File: src/dstq_pkg.sv
// ----------------------------------------------------------------------------
// Deadline-sorted timer queue package
// Request and response types, entry layout and status codes.
// ----------------------------------------------------------------------------
package dstq_pkg;

	localparam logic KIND_ADD  = 1'b0;
	localparam logic KIND_TICK = 1'b1;

	localparam logic [1:0] ST_ADDED   = 2'd0;
	localparam logic [1:0] ST_FULL    = 2'd1;
	localparam logic [1:0] ST_EXPIRED = 2'd2;
	localparam logic [1:0] ST_NONE    = 2'd3;

	localparam int MAX_POP = 16;
	localparam int POP_W   = 5;

	typedef struct packed {
		logic        kind;
		logic [15:0] tag;
		logic [31:0] start_req;
		logic [30:0] interval;
		logic [31:0] now;
	} req_t;

	typedef struct packed {
		logic [1:0]  status;
		logic [15:0] expired_tag;
		logic        last;
	} rsp_t;

	typedef struct packed {
		logic [31:0] start;
		logic [30:0] interval;
		logic [15:0] tag;
		logic [31:0] deadline;
	} entry_t;

endpackage

File: src/deadline_sorted_timer_queue.sv
// ----------------------------------------------------------------------------
// Deadline-sorted timer queue
// Keeps up to DEPTH timers sorted by wrap-aware deadline in one synchronous
// memory used as a ring; adds insert in order, ticks pop expired head timers.
// ----------------------------------------------------------------------------
// An add request compares held timers in order until the insert point is found,
// then moves each later timer up by one place and writes the new timer; a full
// queue answers an add with the full status and changes nothing. A tick pops
// expired timers from the head, at most 16 per tick. The single registered read
// port of the entry memory sets the pace: the scan and the shift visit one entry
// per cycle. A response register that is still full and not taken stalls the
// queue between popped timers and before a request completes.
// The response register lets a new request be taken while the last response
// still waits.
module deadline_sorted_timer_queue
	import dstq_pkg::*;
#(
	parameter int DEPTH = 16
) (
	input  logic clk,
	input  logic arst_n,
	input  logic req_valid,
	output logic req_ready,
	input  req_t req,
	output logic rsp_valid,
	input  logic rsp_ready,
	output rsp_t rsp
);

	localparam int PW = $clog2(DEPTH);
	localparam int CW = $clog2(DEPTH + 1);

	localparam logic [2:0] S_IDLE  = 3'd0;
	localparam logic [2:0] S_ACHK  = 3'd1;
	localparam logic [2:0] S_SHIFT = 3'd2;
	localparam logic [2:0] S_AINS  = 3'd3;
	localparam logic [2:0] S_TCHK  = 3'd4;
	localparam logic [2:0] S_FIN   = 3'd5;

	entry_t mem [DEPTH];
	entry_t rd_q;

	logic [2:0]       state_q, state_d;
	logic [PW-1:0]    head_q, head_d;
	logic [CW-1:0]    count_q, count_d;
	logic [PW-1:0]    scan_q, scan_d;
	logic [CW-1:0]    pos_q, pos_d;
	logic [POP_W-1:0] pop_cnt_q, pop_cnt_d;
	entry_t           new_q, new_d;
	logic [31:0]      now_q, now_d;
	logic             hold_valid_q, hold_valid_d;
	logic [1:0]       hold_status_q, hold_status_d;
	logic [15:0]      hold_tag_q, hold_tag_d;
	logic             rsp_valid_q, rsp_valid_d;
	rsp_t             rsp_q, rsp_d;

	logic          rd_en, wr_en, push, pop;
	logic [PW-1:0] rd_lidx, wr_lidx, rd_addr, wr_addr;
	entry_t        wr_data;
	rsp_t          push_data;
	logic          later, expired, slot_free;
	logic [31:0]   dl_diff, age;

	function automatic logic [PW-1:0] phys(input logic [PW-1:0] head, input logic [PW-1:0] lidx);
		logic [PW:0] s;
		s = {1'b0, head} + {1'b0, lidx};
		if (s >= (PW+1)'(DEPTH)) begin
			s = s - (PW+1)'(DEPTH);
		end
		return s[PW-1:0];
	endfunction

	assign rd_addr   = phys(head_q, rd_lidx);
	assign wr_addr   = phys(head_q, wr_lidx);
	assign dl_diff   = new_q.deadline - rd_q.deadline;
	assign later     = dl_diff[31];
	assign age       = now_q - rd_q.start;
	assign expired   = age >= {1'b0, rd_q.interval};
	assign slot_free = !rsp_valid_q || rsp_ready;
	assign pop       = (state_q == S_TCHK) && (count_q != '0) &&
		(pop_cnt_q != POP_W'(MAX_POP)) && expired && (!hold_valid_q || slot_free);

	assign req_ready = (state_q == S_IDLE);
	assign rsp_valid = rsp_valid_q;
	assign rsp       = rsp_q;

	always_comb begin
		state_d       = state_q;
		head_d        = head_q;
		count_d       = count_q;
		scan_d        = scan_q;
		pos_d         = pos_q;
		pop_cnt_d     = pop_cnt_q;
		new_d         = new_q;
		now_d         = now_q;
		hold_valid_d  = hold_valid_q;
		hold_status_d = hold_status_q;
		hold_tag_d    = hold_tag_q;
		rd_en         = 1'b0;
		rd_lidx       = '0;
		wr_en         = 1'b0;
		wr_lidx       = '0;
		wr_data       = new_q;
		push          = 1'b0;
		push_data     = '0;
		case (state_q)
			S_IDLE: begin
				if (req_valid) begin
					hold_valid_d   = 1'b0;
					pop_cnt_d      = '0;
					scan_d         = '0;
					new_d.start    = req.start_req;
					new_d.interval = req.interval;
					new_d.tag      = req.tag;
					new_d.deadline = req.start_req + {1'b0, req.interval};
					now_d          = req.now;
					if (req.kind == KIND_TICK) begin
						rd_en   = 1'b1;
						state_d = S_TCHK;
					end else if (count_q == CW'(DEPTH)) begin
						hold_valid_d  = 1'b1;
						hold_status_d = ST_FULL;
						hold_tag_d    = '0;
						state_d       = S_FIN;
					end else if (count_q == '0) begin
						pos_d   = '0;
						state_d = S_AINS;
					end else begin
						rd_en   = 1'b1;
						state_d = S_ACHK;
					end
				end
			end
			S_ACHK: begin
				if (later) begin
					pos_d   = CW'(scan_q);
					rd_en   = 1'b1;
					rd_lidx = PW'(count_q - 1'b1);
					scan_d  = PW'(count_q);
					state_d = S_SHIFT;
				end else if (CW'(scan_q) + 1'b1 == count_q) begin
					pos_d   = count_q;
					state_d = S_AINS;
				end else begin
					rd_en   = 1'b1;
					rd_lidx = scan_q + 1'b1;
					scan_d  = scan_q + 1'b1;
				end
			end
			S_SHIFT: begin
				wr_en   = 1'b1;
				wr_lidx = scan_q;
				wr_data = rd_q;
				if (CW'(scan_q - 1'b1) == pos_q) begin
					state_d = S_AINS;
				end else begin
					rd_en   = 1'b1;
					rd_lidx = scan_q - PW'(2);
					scan_d  = scan_q - 1'b1;
				end
			end
			S_AINS: begin
				wr_en         = 1'b1;
				wr_lidx       = PW'(pos_q);
				count_d       = count_q + 1'b1;
				hold_valid_d  = 1'b1;
				hold_status_d = ST_ADDED;
				hold_tag_d    = '0;
				state_d       = S_FIN;
			end
			S_TCHK: begin
				if (pop) begin
					if (hold_valid_q) begin
						push      = 1'b1;
						push_data = '{status: hold_status_q, expired_tag: hold_tag_q, last: 1'b0};
					end
					hold_valid_d  = 1'b1;
					hold_status_d = ST_EXPIRED;
					hold_tag_d    = rd_q.tag;
					head_d        = (head_q == PW'(DEPTH - 1)) ? '0 : head_q + 1'b1;
					count_d       = count_q - 1'b1;
					pop_cnt_d     = pop_cnt_q + 1'b1;
					rd_en         = 1'b1;
					rd_lidx       = PW'(1);
				end else if ((count_q == '0) || (pop_cnt_q == POP_W'(MAX_POP)) || !expired) begin
					state_d = S_FIN;
				end
			end
			S_FIN: begin
				if (slot_free) begin
					push = 1'b1;
					if (hold_valid_q) begin
						push_data = '{status: hold_status_q, expired_tag: hold_tag_q, last: 1'b1};
					end else begin
						push_data = '{status: ST_NONE, expired_tag: 16'd0, last: 1'b1};
					end
					hold_valid_d = 1'b0;
					state_d      = S_IDLE;
				end
			end
			default: begin
				state_d = S_IDLE;
			end
		endcase
		if (push) begin
			rsp_valid_d = 1'b1;
			rsp_d       = push_data;
		end else begin
			rsp_valid_d = rsp_valid_q && !rsp_ready;
			rsp_d       = rsp_q;
		end
	end

	always_ff @(posedge clk) begin
		if (wr_en) begin
			mem[wr_addr] <= wr_data;
		end
		if (rd_en) begin
			rd_q <= mem[rd_addr];
		end
	end

	always_ff @(posedge clk or negedge arst_n) begin
		if (!arst_n) begin
			state_q      <= S_IDLE;
			head_q       <= '0;
			count_q      <= '0;
			pop_cnt_q    <= '0;
			hold_valid_q <= 1'b0;
			rsp_valid_q  <= 1'b0;
		end else begin
			state_q      <= state_d;
			head_q       <= head_d;
			count_q      <= count_d;
			pop_cnt_q    <= pop_cnt_d;
			hold_valid_q <= hold_valid_d;
			rsp_valid_q  <= rsp_valid_d;
		end
	end

	always_ff @(posedge clk) begin
		scan_q        <= scan_d;
		pos_q         <= pos_d;
		new_q         <= new_d;
		now_q         <= now_d;
		hold_status_q <= hold_status_d;
		hold_tag_q    <= hold_tag_d;
		rsp_q         <= rsp_d;
	end

`ifndef NO_ASSERTIONS
	a_count_range: assert property (@(posedge clk) disable iff (!arst_n)
		count_q <= CW'(DEPTH))
		else $error("Timer count exceeds the queue depth.");

	a_insert_room: assert property (@(posedge clk) disable iff (!arst_n)
		(state_q == S_AINS) |-> (count_q < CW'(DEPTH)))
		else $error("Insert started on a full queue.");

	a_shift_order: assert property (@(posedge clk) disable iff (!arst_n)
		(state_q == S_SHIFT) |-> (CW'(scan_q) > pos_q))
		else $error("Shift reached below the insert position.");

	a_pop_count: assert property (@(posedge clk) disable iff (!arst_n)
		pop |=> (count_q == $past(count_q) - 1'b1))
		else $error("Pop did not reduce the timer count by one.");
`endif

endmodule

File: config.mk
export PLATFORM = sky130hd
export DESIGN_NAME = deadline_sorted_timer_queue
export DESIGN_NICKNAME = d
export VERILOG_FILES = /design/src/dstq_pkg.sv /design/src/deadline_sorted_timer_queue.sv
export SDC_FILE = /design/constraint.sdc
export NUM_CORES = 2
export LEC_CHECK = 0
export BUFFER_PORTS_ARGS = -buffer_cell sky130_fd_sc_hd__buf_2
export CAP_MARGIN = 20
export CORE_MARGIN = 2
export CORE_UTILIZATION = 60
export CTS_BUF_LIST = sky130_fd_sc_hd__clkbuf_16
export CTS_CLUSTER_DIAMETER = 40
export DETAILED_ROUTE_END_ITERATION = 8
export PLACE_DENSITY = 0.77
export SYNTH_ARGS = -nofsm -noshare
export SYNTH_HDL_FRONTEND = slang
export SYNTH_SLANG_ARGS = --single-unit
File: constraint.sdc
create_clock -name clk -period 8.95 [get_ports clk]
set_input_delay 0.4475 -clock clk [delete_from_list [all_inputs] [get_ports clk]]
set_output_delay 0.4475 -clock clk [all_outputs]
set_load 0.005 [all_outputs]
==> key figures <==
STA
  – RSZ-0062 raised after global routing: false
  – Relative slew slack: 0.2207
  – Worst-case hold slack: 0.06838 ns
  – Final hold violation count: 0
  – Count of final setup violators: 0
  – Setup TNS: 0 ns
  – Worst-margin pin slew: 1.169 ns
  – Final Max Tran Viols: 0
  – Tcrit/Tclk final: 0.9553
  – Setup ws final: 0.4004 ns
  – F_max: 0.1170 GHz
  – Clock Skew: 0.03353 ns
  – Final Critical Period: 8.550 ns

Floorplan
  – I/O Pins: 137
  – Die width: 380.2 um
  – CORE AREA: 0.1411 mm^2
  – Initial Util: 0.6021
  – # rows: 138
  – Die area: 0.1446 mm^2
  – Die H: 380.2 um

Worst hold path
  – Hold path cells: 3
  – Worst Hold Class: in -> reg

Global route
  – All-layer global routing usage: 0.2966
  – Pin count of the biggest net entering global routing: 112
  – Initial antenna violation count: 9
  – Total grt overflow: 0
  – Global-route wire length before repair: 311,100 um
  – Vias in the first global route: 46,683

Critical path
  – Crit. End Element: flop
  – End point of the critical path: rd_q[16]
  – CP max stage cell: a31oi_1
  – Crit-path most repeated cell: a21oi_1
  – FF-to-FF End: rd_q[16]
  – Critical Path Fanout Max: 27
  – Worst r2r src: rd_q[79]
  – Arr. time, crit path: 9.23 ns
  – Flop-to-flop setup slack: 0.40 ns
  – Slowest stage delay, CP: 0.67 ns
  – Critical path launch point: rd_q[79]
  – CP Data Required Time: 9.63 ns
  – R2R cell count: 34
  – Kind of critical path: reg -> reg
  – Setup crit start kind: flop

Synthesis
  – Yosys cell types: 84
  – Synth Register Bits: 2,095
  – Post-synth top area share: 0.7340
  – Area of the mapped netlist: 0.08493 mm^2
  – Post-synth EDFFs: 2,076
  – Sequential element share of the synthesized area: 0.7396
  – Top FF cell, synth: edfxtp_1
  – Number of cells produced by synthesis: 4,504
  – Area contributors post-synth: edfxtp_1, mux4_2, ha_1
  – Largest area contributor in the netlist: edfxtp_1
  – YS warnings: 0
  – Synth Net Count: 4,763
  – Mapped Avg Cell Area: 18.86 um^2
  – Async SR Flop Fraction: 0.009069

CTS
  – H-tree Lvls: 4
  – TritonCTS clock tree: built
  – CTS Buf Count: 230
  – Worst-skew pair later-pin latency: 0.86 ns
  – CTS Root Buffer Type: clkbuf_16
  – Clock tree sinks: 2,095
  – Clk buf depth: 3
  – Setup Fix Bufs, Post-CTS: 0
  – Clk slew on worst S/H paths: 0.06 ns

Placed design
  – Dpl ws: 0.6140 ns
  – GPL Wtd Cong: 0.8520
  – HPWL Detailed: 112,800 um
  – Port-buffer cells: 136

Outcome
  – Status: complete, no violations

Route
  – Vias: 46,192
  – DRT Wirelength: 213,400 um
  – Initial DRC count: 6,459
  – Pre-antenna DRT Iters: 5
  – Remaining DRCs: 0
  – ANT nets after route: 0
  – WL per Instance: 30.24 um
  – Vias/cell: 6.544

Cells and area
  – Nets: 5,218
  – FILL cells: 8,493
  – Commonest non-fill, non-tap cell in the layout: edfxtp_1
  – Most frequent cells in the layout: edfxtp_1, mux4_2, nand2_1
  – Ratio of cells with drive above 1 in the final layout: 0.2620
  – Synth-to-layout area growth: 15.16%

Run
  – Max Cap Viol: 0
## cells in the mapped netlist (7+ instances only)
master,instances
buf_2,24
a21oi_1,287
o21ai_0,131
a31oi_1,10
buf_4,8
and3_1,9
nor3_1,19
mux4_2,444
a211oi_1,7
buf_12,8
a21o_1,39
a21oi_2,22
buf_6,14
a22oi_1,34
nor2_1,80
nand2_2,66
nand2b_1,13
clkbuf_1,157
edfxtp_1,2076
xor2_1,22
o21a_1,20
inv_1,131
nand3_1,26
o21bai_1,10
a22oi_2,80
nor2b_1,13
buf_1,7
or3_1,9
ha_1,139
nand4_1,14
mux2i_1,11
dfrtp_1,19
nand2_1,365
and2_1,39
xnor2_1,57
## state kept, by name, summed over array words and instances, names as in the netlist
name           count
hold_tag_q        16
rsp               19
pos_q              5
hold_valid_q       1
mem             1776
rd_q             111
now_q             32
pop_cnt_q          5
scan_q             4
new_q            111
head_q             4
hold_status_q      2
count_q            5
rsp_valid          1
state_q            3
## what timing repair did
item	4_1_cts	5_1_grt
endpoints found under the setup margin	0	1
gates resized for setup	0	1
hold endpoints to repair	132	0
hold buffers	112	0
## cell type report
type	count	area, um^2	area share
multi-input cells	2059	20720	0.2118
clock buffers	233	5831	0.05961
well taps	1890	2365	0.02418
repair buffers	441	3709	0.03792
flip-flops and latches	2095	62820	0.6422
diodes	4	10.01	0.0001023
inverters	132	503.0	0.005143
clock inverters	205	1858	0.01900
## cell families (layout without fill, tap and decap cells)
group | after synthesis | in the layout | share of synthesized area
multiplexers | 459 | 459 | 0.1196
other | 0 | 4 | 0
flip-flops | 2095 | 2095 | 0.7396
AND/OR/NAND/NOR | 674 | 674 | 0.03626
buffers and inverters | 350 | 1011 | 0.01895
AO/OA/AOI/OAI | 703 | 703 | 0.05575
adder cells (fa/ha/maj) | 143 | 143 | 0.02142
XOR/XNOR | 80 | 80 | 0.008412
## metrics by stage
stage | area, um^2 | instances | utilization
3_5_place_dp | 88980 | 6505 | 0.6307
3_3_place_gp | 88820 | 6484 | 0.6297
5_1_grt | 97800 | 7055 | 0.6933
4_1_cts | 97790 | 7055 | 0.6932
6_report | 97810 | 7059 | 0.6933
2_1_floorplan | 84930 | 4504 | -
## per-layer routing
metal  global-route usage  vias up  wire, um
li1                     -    19010         -
met1               0.4198    23778     79370
met2               0.4695     2989    103100
met3              0.06333      405     24720
met4              0.09487       10      6177
met5                    0        -        62
## how the worst min path moves through the flow
stage	from	end	slack, ns
floorplan	arst_n	count_q[0]	0.15
global placement	arst_n	pop_cnt_q[2]	0.41
detailed placement	arst_n	pop_cnt_q[2]	0.42
CTS	rsp_ready	rsp_valid	0.004
global route	rsp_ready	rsp_valid	0.08
finish	rsp_ready	rsp_valid	0.07
## critical path, delay by kind of cell (launching register included)
kind                       cells  cell delay (ns)
DFF                            1             0.46
and+or+nand+nor                8             1.46
AOI/OAI and AO/OA             15             3.72
buffers and inverters          4             0.95
adders and majority gates      4             1.05
muxes                          1             0.31
xor gates and xnor gates       2             0.37
Power is left out: the tool's default activity adds up to more than one toggle a clock period on the data nets, which glitch-free logic cannot reach.
